--- config.mk ---
export PLATFORM = sky130hd
export DESIGN_NAME = cifr_parser
export DESIGN_NICKNAME = d
export VERILOG_FILES = /design/src/rtl/core/cifr_pkg.sv /design/src/rtl/core/cifr_parser.sv
export SDC_FILE = /design/constraint.sdc
export NUM_CORES = 1
export LEC_CHECK = 0
export ABC_AREA = 1
export ABC_CLOCK_PERIOD_IN_PS = 13380
export CAP_MARGIN = 20
export CORE_MARGIN = 5
export CORE_UTILIZATION = 40
export CTS_CLUSTER_SIZE = 40
export DETAILED_ROUTE_END_ITERATION = 6
export DONT_BUFFER_PORTS = 1
export SYNTH_ARGS = -nofsm -noshare
export SYNTH_HDL_FRONTEND = slang
export SYNTH_SLANG_ARGS = --single-unit
--- constraint.sdc ---
create_clock -name clk -period 13.38 [get_ports clk]
set_clock_uncertainty 0.2 [all_clocks]
set_input_delay 1.338 -clock clk [delete_from_list [all_inputs] [get_ports clk]]
set_output_delay 1.338 -clock clk [all_outputs]
set_load 0.01 [all_outputs]
--- src/rtl/core/cifr_pkg.sv ---
// Shared types and constants of the camera image fragment reassembler.
package cifr_pkg;

  localparam int IMAGE_BYTES_DEF = 65535;
  localparam int MAX_PACKETS_DEF = 64;

  localparam logic [1:0] OP_START  = 2'd0;
  localparam logic [1:0] OP_BYTE   = 2'd1;
  localparam logic [1:0] OP_FINISH = 2'd2;
  localparam logic [1:0] OP_READ   = 2'd3;

  localparam logic [1:0] KIND_REQUEST = 2'd0;
  localparam logic [1:0] KIND_OUTCOME = 2'd1;
  localparam logic [1:0] KIND_READ    = 2'd2;

  localparam logic [1:0] TYPE_DIGIT_SHORT = 2'd2;
  localparam logic [1:0] TYPE_DIGIT_LONG  = 2'd3;

  typedef struct packed {
    logic [1:0]  opcode;
    logic [7:0]  data_byte;
    logic [15:0] packet_length;
    logic        last_of_packet;
    logic [15:0] read_index;
  } req_t;

  typedef struct packed {
    logic [1:0]  result_kind;
    logic [3:0]  request_id;
    logic [1:0]  request_type_digit;
    logic        success;
    logic [15:0] image_size;
    logic [7:0]  read_byte;
  } rsp_t;

  // Parser status seen by the top level.
  typedef struct packed {
    logic [3:0]  request_id;
    logic        success;
    logic [15:0] image_size;
    logic        good_bank;
  } stat_t;

endpackage

--- src/rtl/core/cifr_parser.sv ---
// Datagram header parser, message state and payload write generation.
module cifr_parser #(
  parameter int IMAGE_BYTES = cifr_pkg::IMAGE_BYTES_DEF,
  parameter int MAX_PACKETS = cifr_pkg::MAX_PACKETS_DEF,
  localparam int AW = $clog2(IMAGE_BYTES)
) (
  input  logic            clk,
  input  logic            rst,
  input  logic            accept,
  input  cifr_pkg::req_t  req,
  input  logic            header_mode,
  output logic            wr_en,
  output logic [AW:0]     wr_addr,
  output logic [7:0]      wr_data,
  output cifr_pkg::stat_t stat
);
  import cifr_pkg::*;

  localparam int PCW = $clog2(MAX_PACKETS + 1);

  typedef enum logic [2:0] {
    PK_HDR = 3'b001,
    PK_PAY = 3'b010,
    PK_IGN = 3'b100
  } pk_t;

  typedef enum logic [2:0] {
    PH_SKIP = 3'b001,
    PH_NUM  = 3'b010,
    PH_DONE = 3'b100
  } ph_t;

  typedef struct packed {
    pk_t         pk;
    logic        failed;
    logic [26:0] exp_size;
    logic [16:0] rx;
    logic [5:0]  pstart;
    logic [15:0] pbase;
  } st_t;

  localparam logic [15:0] POS_ID_END   = 16'd1;
  localparam logic [15:0] POS_OFF_END  = 16'd7;
  localparam logic [15:0] POS_SIZE_END = 16'd15;
  localparam logic [15:0] HDR_LEN      = 16'd8;
  localparam logic [5:0]  PSTART_SHORT = 6'd25;
  localparam logic [5:0]  PSTART_LONG  = 6'd37;
  localparam logic [26:0] SIZE_DEFAULT = 27'd100;
  localparam logic [3:0]  ID_LAST      = 4'd9;

  logic [3:0]     rc, rc_next;
  logic           good_bank, good_bank_next;
  logic [15:0]    pos, pos_next;
  st_t            st, st_next;
  logic [PCW-1:0] pcnt, pcnt_next;
  ph_t            ph, ph_next;
  logic [26:0]    acc, acc_next;
  logic           neg, neg_next;

  // Apply the end-of-field check for header position p.
  function automatic st_t hdr_check(input logic [15:0] p, input logic [26:0] a,
                                    input logic n, input logic [15:0] plen,
                                    input st_t s, input logic mode,
                                    input logic [3:0] eid);
    st_t         r;
    logic        bad;
    logic [17:0] sum;
    logic [5:0]  ps;
    r   = s;
    bad = (n && a != '0) || a > 27'(IMAGE_BYTES);
    sum = {1'b0, s.rx} + {2'b0, plen - HDR_LEN};
    ps  = mode ? PSTART_SHORT : PSTART_LONG;
    if (s.pk == PK_HDR) begin
      if (p == POS_ID_END) begin
        if ((n && a != '0) || a != {23'b0, eid}) r.pk = PK_IGN;
      end else if (p == POS_OFF_END) begin
        if (bad) begin
          r.failed = 1'b1;
          r.pk = PK_IGN;
        end else if (a != '0) begin
          if (plen > HDR_LEN && {11'b0, plen} < s.exp_size) begin
            r.pk     = PK_PAY;
            r.pstart = HDR_LEN[5:0];
            r.pbase  = a[15:0];
            r.rx     = sum[17] ? '1 : sum[16:0];
          end else begin
            r.failed = 1'b1;
            r.pk = PK_IGN;
          end
        end else if (plen <= HDR_LEN) begin
          r.failed = 1'b1;
          r.pk = PK_IGN;
        end
      end else if (p == POS_SIZE_END) begin
        if (bad) begin
          r.failed = 1'b1;
          r.pk = PK_IGN;
        end else begin
          r.exp_size = a;
          r.pstart   = ps;
          if (plen < {10'b0, ps}) begin
            r.rx = '0;
            r.failed = 1'b1;
            r.pk = PK_IGN;
          end else begin
            r.pk    = PK_PAY;
            r.pbase = '0;
            r.rx    = {1'b0, plen - {10'b0, ps}};
          end
        end
      end
    end
    return r;
  endfunction

  logic        work;
  logic [3:0]  exp_id;
  logic [7:0]  b;
  logic        digit;
  ph_t         ph0, ph1;
  logic [26:0] acc0, acc1;
  logic        neg0, neg1;
  logic [16:0] idx;
  logic [15:0] rel;

  assign work   = ~good_bank;
  assign exp_id = (rc == 4'd0) ? ID_LAST : rc - 4'd1;
  assign b      = (pos < req.packet_length) ? req.data_byte : 8'd0;
  assign digit  = b >= "0" && b <= "9";
  assign rel    = pos - {10'b0, st.pstart};
  assign idx    = {1'b0, st.pbase} + {1'b0, rel};

  always_comb begin
    rc_next        = rc;
    good_bank_next = good_bank;
    pos_next       = pos;
    st_next        = st;
    pcnt_next      = pcnt;
    ph_next        = ph;
    acc_next       = acc;
    neg_next       = neg;
    wr_en          = 1'b0;
    wr_addr        = {work, idx[AW-1:0]};
    wr_data        = b;

    // digit parser for the current byte
    if (pos == 16'd0 || pos == 16'd2 || pos == HDR_LEN) begin
      ph0 = PH_SKIP;
      acc0 = '0;
      neg0 = 1'b0;
    end else begin
      ph0 = ph;
      acc0 = acc;
      neg0 = neg;
    end
    ph1 = ph0;
    acc1 = acc0;
    neg1 = neg0;
    unique case (ph0)
      PH_SKIP: begin
        if (b == " " || (b >= 8'd9 && b <= 8'd13)) begin
          ph1 = PH_SKIP;
        end else if (b == "+" || b == "-") begin
          neg1 = (b == "-");
          ph1 = PH_NUM;
        end else if (digit) begin
          acc1 = {19'b0, b - "0"};
          ph1 = PH_NUM;
        end else begin
          ph1 = PH_DONE;
        end
      end
      PH_NUM: begin
        if (digit) acc1 = (acc0 << 3) + (acc0 << 1) + {19'b0, b - "0"};
        else ph1 = PH_DONE;
      end
      PH_DONE: ph1 = PH_DONE;
      default: ph1 = PH_DONE;
    endcase

    if (accept) begin
      unique case (req.opcode)
        OP_START: begin
          rc_next = (rc == ID_LAST) ? 4'd0 : rc + 4'd1;
          pos_next = '0;
          st_next.exp_size = SIZE_DEFAULT;
          st_next.rx = '0;
          st_next.failed = 1'b0;
          st_next.pk = PK_IGN;
          pcnt_next = '0;
        end
        OP_BYTE: begin
          if (!st.failed) begin
            if (pos == 16'd0) begin
              if (pcnt >= PCW'(MAX_PACKETS)) begin
                st_next.pk = PK_IGN;
              end else begin
                pcnt_next = pcnt + PCW'(1);
                st_next.pk = (req.packet_length == 16'd0) ? PK_IGN : PK_HDR;
              end
            end
            if (st_next.pk == PK_HDR && pos <= POS_SIZE_END) begin
              ph_next = ph1;
              acc_next = acc1;
              neg_next = neg1;
              st_next = hdr_check(pos, acc1, neg1, req.packet_length, st_next,
                                  header_mode, exp_id);
            end else if (st_next.pk == PK_PAY && pos >= {10'b0, st.pstart} &&
                         pos < req.packet_length) begin
              wr_en = idx < 17'(IMAGE_BYTES);
            end
            // a short datagram ends its header with zero bytes
            if (req.last_of_packet) begin
              if (pos < POS_ID_END)
                st_next = hdr_check(POS_ID_END, acc1, neg1, req.packet_length,
                                    st_next, header_mode, exp_id);
              if (pos < POS_OFF_END)
                st_next = hdr_check(POS_OFF_END, (pos >= 16'd2) ? acc1 : '0,
                                    (pos >= 16'd2) && neg1, req.packet_length,
                                    st_next, header_mode, exp_id);
              if (pos < POS_SIZE_END)
                st_next = hdr_check(POS_SIZE_END, (pos >= HDR_LEN) ? acc1 : '0,
                                    (pos >= HDR_LEN) && neg1, req.packet_length,
                                    st_next, header_mode, exp_id);
            end
          end
          pos_next = req.last_of_packet ? 16'd0 : ((pos == '1) ? pos : pos + 16'd1);
        end
        OP_FINISH: begin
          if (stat.success) begin
            good_bank_next = work;
          end
          st_next.failed = 1'b1;
          st_next.pk = PK_IGN;
          pos_next = '0;
        end
        OP_READ: begin
        end
        default: begin
        end
      endcase
    end
  end

  assign stat.request_id = rc;
  assign stat.success    = !st.failed && {10'b0, st.rx} == st.exp_size;
  assign stat.image_size = st.rx[15:0];
  assign stat.good_bank  = good_bank;

  always_ff @(posedge clk) begin
    if (rst) begin
      rc        <= '0;
      good_bank <= 1'b0;
      pos       <= '0;
      st        <= '{pk: PK_IGN, failed: 1'b0, exp_size: SIZE_DEFAULT, rx: '0,
                     pstart: '0, pbase: '0};
      pcnt      <= '0;
      ph        <= PH_SKIP;
      acc       <= '0;
      neg       <= 1'b0;
    end else begin
      rc        <= rc_next;
      good_bank <= good_bank_next;
      pos       <= pos_next;
      st        <= st_next;
      pcnt      <= pcnt_next;
      ph        <= ph_next;
      acc       <= acc_next;
      neg       <= neg_next;
    end
  end

endmodule

* After elaboration in Yosys (flattened, before gate mapping) *
Index checks and enable logic that the tools add are counted.

word-level totals
  flip-flop bits (word level) = 129
  latch bits = 0
  RAM bits = 0
  ROM bits = 0
  input bits = 47
  memories = 0

operators by class
  add/sub/neg operators = 13
  multipliers = 0
  div/mod/pow operators = 0
  magnitude comparators = 22
  equality and inequality tests = 25
  shift operators = 0
  mux-type cells = 100
  bitwise gates (word level) = 2
  reduce and logical (&&, ||, !) cells = 42

operators by type and width
  operator                                                          count
  2-to-1 mux 70 bit                                                 20
  2-to-1 mux 39 bit                                                 8
  2-to-1 mux 27 bit                                                 8
  2-to-1 mux 66 bit                                                 2
  case mux 44 bit (2 select lines)                                  1
  greater-than comparator 27 x 16 -> 1 bit (second input constant)  3
  nonzero test 27 bit                                               3
  2-to-1 mux 16 bit                                                 5
  2-to-1 mux 67 bit                                                 1
  < comparator 16 x 27 -> 1 bit                                     2
  2-to-1 mux 3 bit                                                  18
  case mux 27 bit (2 select lines)                                  1
  2-to-1 mux 4 bit                                                  12
  adder 17 x 16 -> 18 bit                                           2
  2-to-1 mux 17 bit                                                 2
  == test 16 x 4 -> 1 bit (second input constant)                   2
  <= comparator 16 x 4 -> 1 bit (second input constant)             2
  zero test 16 bit                                                  2
  case mux 16 bit (2 select lines)                                  1
  subtractor 16 x 6 -> 16 bit                                       2
  adder 27 bit                                                      1
  adder 27 x 8 -> 27 bit                                            1
  == test 17 x 27 -> 1 bit                                          1
  inequality test 27 x 4 -> 1 bit                                   1
  54 further kinds                                                  103

* Depth between registers and ports, before layout *
  depth after elaboration = 45
  depth in mapped cells = 73
  mapped depth without buffers = 71

* Least setup slack after synthesis *
No wires, ideal clock.

  path type = input-to-reg
  start point = in req[23] (netlist name)
  end point = reg st (netlist bit stat[7])
  library setup time = 0.070 ns
  data arrival time = 10.002 ns
  slack = 3.108 ns
  stages = 71
  path through = clkbuf_1 inv_1 ha_1 nand2_1 nor2_1 nor3_1 nand2_2 nand2_4 nand2_1 nor2_1 inv_1 ha_1 fa_1 inv_1 ha_1 nand2_1 inv_1 nand2_1 [... 35 more ...] nor2_1 nor2_1 o21ai_0 a21oi_1 o21bai_1 nand3_1 nand2_1 nand2_1 nand2_1 nand2_1 inv_1 clkbuf_1 o21ai_0 nand2_1 nand2_1 o211ai_1 nand2_1 a21oi_1

between the ends
  longest elaborated chain between the ends = 42

ends and longest elaborated chain
  what                                                             RTL line            source
  start: declaration                                               cifr_parser.sv:10   input cifr_pkg::req_t req,
  < comparator 16 bit (*)                                          cifr_parser.sv:128  assign b = (pos < req.packet_length) ? req.data_byte : 8'd0;
  2-to-1 mux 8 bit (*)                                             cifr_parser.sv:128
  via wr_data[4]                                                   cifr_parser.sv:14   output logic [7:0] wr_data,
  branches (longest 37 deep; another with adder 27 x 8 -> 27 bit)  n/a
  2-to-1 mux 70 bit (*)                                            cifr_parser.sv:213  if (req.last_of_packet) begin
  2-to-1 mux 70 bit (*)                                            cifr_parser.sv:193  if (!st.failed) begin
  case mux 44 bit (2 select lines) (*)                             cifr_parser.sv:182  unique case (req.opcode)
  end signal: assignment                                           cifr_parser.sv:255  st <= '{pk: PK_IGN, failed: 1'b0, exp_size: SIZE_DEFAULT, rx: '0,
  end signal: assignment                                           cifr_parser.sv:265  st <= st_next;
  end: declaration                                                 cifr_parser.sv:54   st_t st, st_next;

Mark *: on every way through the listed nets, which the timed path passes. The select of a mux whose other input is x is not followed.
A chain may end at the register's enable or synchronous reset.

* Worst setup path in the final report *
  start point = in req[32] (netlist name)
  end point = reg st[38] (netlist name)

The elaborated chain is that of the path after synthesis.

==> Flow_metrics.wiki <==
{| class="wikitable"
! Metric !! Value
|-
| Outcome || completed
|-
| Leading register cell type out of synthesis || sky130_fd_sc_hd__dfxtp_1
|-
| Clock sink count || 129
|-
| Total Routing Usage GR || 27.22%
|-
| Slew HR || 26.51%
|-
| Post-CTS repair timing setup buffer count || 0
|-
| Mapped Nets || 2944
|-
| Pwr dens || around 81 nW/µm²
|-
| Maximum buffer depth of the clock tree || 2
|-
| Maximum fanout encountered on the critical timing path || 9
|-
| Maximum level of the CTS H-tree || 4
|-
| Detail-routed via count per cell || 5.699
|-
| Slowest stage delay, CP || 0.51 ns
|-
| Cell accounting for the most synthesized area || sky130_fd_sc_hd__dfxtp_1
|-
| Share of the core filled with cells || 42.57%
|-
| Top cell type's share of synthesized area || 15.44%
|-
| Starting Density || between 40 and 50%
|-
| Fraction of registers with async set or reset after synthesis || 0%
|-
| Final setup violating endpoints || 0
|-
| Leakage power total || 8.536 nW
|-
| Number of DRC violations after detailed-routing iteration 0 || 1703
|-
| Via count of the first global-routing pass || 17390
|-
| Final non-filler cell total || 3210
|-
| Setup repair after global routing missed its margin || no
|-
| Least-Margin Pin Slew || 1.101 ns
|-
| Clock-pin transition on the worst setup and hold timing paths || 0.07 ns
|-
| Number of design rule violations left after detail routing || 0
|-
| Placed cell area || 17070 µm²
|-
| Crit path setup slack, layout || 1.649 ns
|-
| Top cell types by occurrence after synthesis || 577 x sky130_fd_sc_hd__nand2_1, 391 x sky130_fd_sc_hd__inv_1, 251 x sky130_fd_sc_hd__a21oi_1, 234 x sky130_fd_sc_hd__nor2_1, 229 x sky130_fd_sc_hd__o21ai_0
|-
| Routed WL per cell || slightly above 20 µm
|-
| Worst reg-to-reg setup slack || 2.18 ns
|-
| Number of buffers created by CTS || 17
|-
| Root cell of the clock tree || sky130_fd_sc_hd__clkbuf_16
|-
| Die area || 46000 µm²
|-
| First-pass iteration count of the detailed router || 5
|-
| Final critical-path required period || 11.73 ns
|-
| Startpoint kind of the worst setup timing path || input pin
|-
| Final ANT Viol Nets || 0
|-
| Share of the clock period used by the worst path after layout || 87.67%
|-
| Post-Route Setup TNS || 0 ns
|-
| TritonCTS clock tree || done
|-
| Flip-flop and latch count after synthesis || about 130
|-
| Worst setup slack after placement || roughly 1.3 ns
|-
| Post-Synthesis Cells || 2723
|-
| Port bufs || 0
|-
| Proportion of synthesized chip area in sequential cells || 15.44%
|-
| Required arrival time at the worst endpoint || 13.58 ns
|-
| Count of flip-flops with a built-in enable after synthesis || 0
|-
| Total Wirelength || around 65 mm
|-
| PnR Total Power || 1.439 mW
|-
| Post-CTS resize count || 0
|-
| Number of antenna violations at the first check in global routing || 0
|-
| Chip Width || 214.5 µm
|-
| Core Box Area || between 40000 and 50000 µm²
|-
| Diode insertion count for antenna repair || 0
|-
| Largest net degree at the start of global routing || between 90 and 100
|-
| Slowest stage cell, crit path || sky130_fd_sc_hd__o21ai_0
|-
| Worst path most repeated cell || sky130_fd_sc_hd__nand2_1
|-
| Wire length of the first global-routing pass || 99.75 mm
|-
| Cells taking the most area after synthesis || sky130_fd_sc_hd__dfxtp_1 15%, sky130_fd_sc_hd__nand2_1 13%, sky130_fd_sc_hd__ha_1 12%, sky130_fd_sc_hd__inv_1 8.8%, sky130_fd_sc_hd__a21oi_1 7.5%
|-
| DP HPWL || 50.07 mm
|-
| Synth Area per Inst || 6.143 µm²
|-
| Worst path arrival time || 11.93 ns
|-
| F_max || 0.08525 GHz
|-
| Syn. warnings || 0
|-
| Maximum resistive drop on vdd || between 90 and 100 µV
|-
| Netlist area before placement || 16730 µm²
|-
| Number of failing hold endpoints at the final stage || 0
|-
| Number of maximum-capacitance violations || 0
|-
| Final estimated routing congestion in global placement || 0.9597
|-
| Final standard cell area without fillers || 17740 µm²
|-
| Count of hold-fix buffers inserted at cts || 0
|-
| Share of final-layout standard cells stronger than drive strength 1 || 5.990%
|-
| Worst-skew pair later-pin latency || 0.47 ns
|-
| Synthesis-to-layout area growth || 6.037%
|-
| Number of nets at the end of the flow || between 2000 and 3000
|-
| Leading cell type by number of instances after synthesis || sky130_fd_sc_hd__nand2_1
|-
| CP Capture Type || flop
|-
| Worst hold margin || 0.2550 ns
|-
| Grt ovf || 0
|-
| Placed cell count || approximately 3200
|-
| Standard-cell rows || 75
|-
| Worst hold-check path type || reg2reg
|-
| Die height || 214.5 µm
|-
| Type of the setup path with the least slack || in2reg
|-
| Final number of max-transition violations || 0
|-
| Ports || 95
|-
| Synth cell types || 69
|-
| Vias || approximately 18000
|}
state kept, by name, indices dropped and copies added, names as in the netlist:
register and cells:
ph 3, st 54, neg 1, good_bank 1, acc 27, pcnt 7
rc 4, pos 16, stat 16
worst paths after layout:
check / startpoint / endpoint / depth (start not counted)
setup reg to reg: pos[9]$_SDFFE_PP0P_ / st[38]$_SDFFE_PP0P_ / 62
hold / removal: st[17]$_SDFFE_PP0P_ / st[17]$_SDFFE_PP0P_ / 2
hold reg to reg: st[17]$_SDFFE_PP0P_ / st[17]$_SDFFE_PP0P_ / 2
setup / recovery: req[32] / st[38]$_SDFFE_PP0P_ / 62
critical path, delay by kind of cell:
kind / cells / cell delay, ns
xor gates and xnor gates: 1 / 0.12
and+or+nand+nor: 27 / 3.69
AOI/OAI and AO/OA: 17 / 3.70
adders and majority gates: 6 / 1.97
buffers and inverters: 11 / 1.08
per-layer routing:
metal  track usage, %  wire, µm  share of wire [%]
met5                0         0                  0
met4            12.05      2718                4.2
met3            3.939      4739                7.3
met1            35.06     27600                 43
met2            45.39     29740                 46
logic make-up (layout without fill, tap and decap cells):
logic type      count (synthesis)  after routing  share of synthesized area (%)
simple gates                 1126           1126                          30.15
fa+ha+maj                     174            174                          13.46
buf+inv                       520            468                          12.41
compound gates                680            680                          23.62
xor+xnor                       94             94                          4.922
flops                         129            129                          15.44
cell type report:
cell class,count,area [µm²]
Sequential cell,129,2582
Multi-Input combinational cell,2074,12080
Clock inverter,12,182.7
Clock buffer,19,452.9
Timing Repair Buffer,28,230.2
Fill cell,4510,23930
Inverter,409,1535
Tap cell,539,674.4
layout by cell type, fill, tap and decap left out, types with 4 or more instances in the layout:
cell and count:
sky130_fd_sc_hd__o21ai_0 229, sky130_fd_sc_hd__bufinv_16 4, sky130_fd_sc_hd__buf_4 27, sky130_fd_sc_hd__xor2_1 71, sky130_fd_sc_hd__clkbuf_16 17, sky130_fd_sc_hd__xnor2_1 23
sky130_fd_sc_hd__nand2_2 16, sky130_fd_sc_hd__o2111ai_1 13, sky130_fd_sc_hd__nand3_2 13, sky130_fd_sc_hd__nand4_1 34, sky130_fd_sc_hd__o21bai_1 23, sky130_fd_sc_hd__a22oi_1 6
sky130_fd_sc_hd__nor2_1 232, sky130_fd_sc_hd__o211ai_2 4, sky130_fd_sc_hd__o22ai_1 13, sky130_fd_sc_hd__nor3_1 30, sky130_fd_sc_hd__o311ai_0 9, sky130_fd_sc_hd__inv_2 16
sky130_fd_sc_hd__a211oi_1 11, sky130_fd_sc_hd__o21a_1 5, sky130_fd_sc_hd__fa_1 10, sky130_fd_sc_hd__a221oi_1 7, sky130_fd_sc_hd__o21ai_1 13, sky130_fd_sc_hd__o221ai_1 7
sky130_fd_sc_hd__nand2_1 577, sky130_fd_sc_hd__a21oi_1 251, sky130_fd_sc_hd__nand2_4 12, sky130_fd_sc_hd__dfxtp_1 129, sky130_fd_sc_hd__nor2_4 6, sky130_fd_sc_hd__nand3b_1 5
sky130_fd_sc_hd__o211ai_1 37, sky130_fd_sc_hd__a21oi_2 5, sky130_fd_sc_hd__ha_1 164, sky130_fd_sc_hd__nand3_1 153, sky130_fd_sc_hd__nor4_1 16, sky130_fd_sc_hd__inv_1 391
sky130_fd_sc_hd__nor3b_1 4, sky130_fd_sc_hd__nor2_2 10, sky130_fd_sc_hd__a31oi_1 26
where the power goes:
| part | total [mW] | internal (mW) | switching, mW |
|---|---|---|---|
| Clock | 0.528 | 0.321 | 0.206 |
| Sequential | 0.414 | 0.397 | 0.0166 |
| Combinational | 0.498 | 0.152 | 0.346 |
| Total | 1.44 | 0.870 | 0.569 |
(Power assumes the default switching activity.)
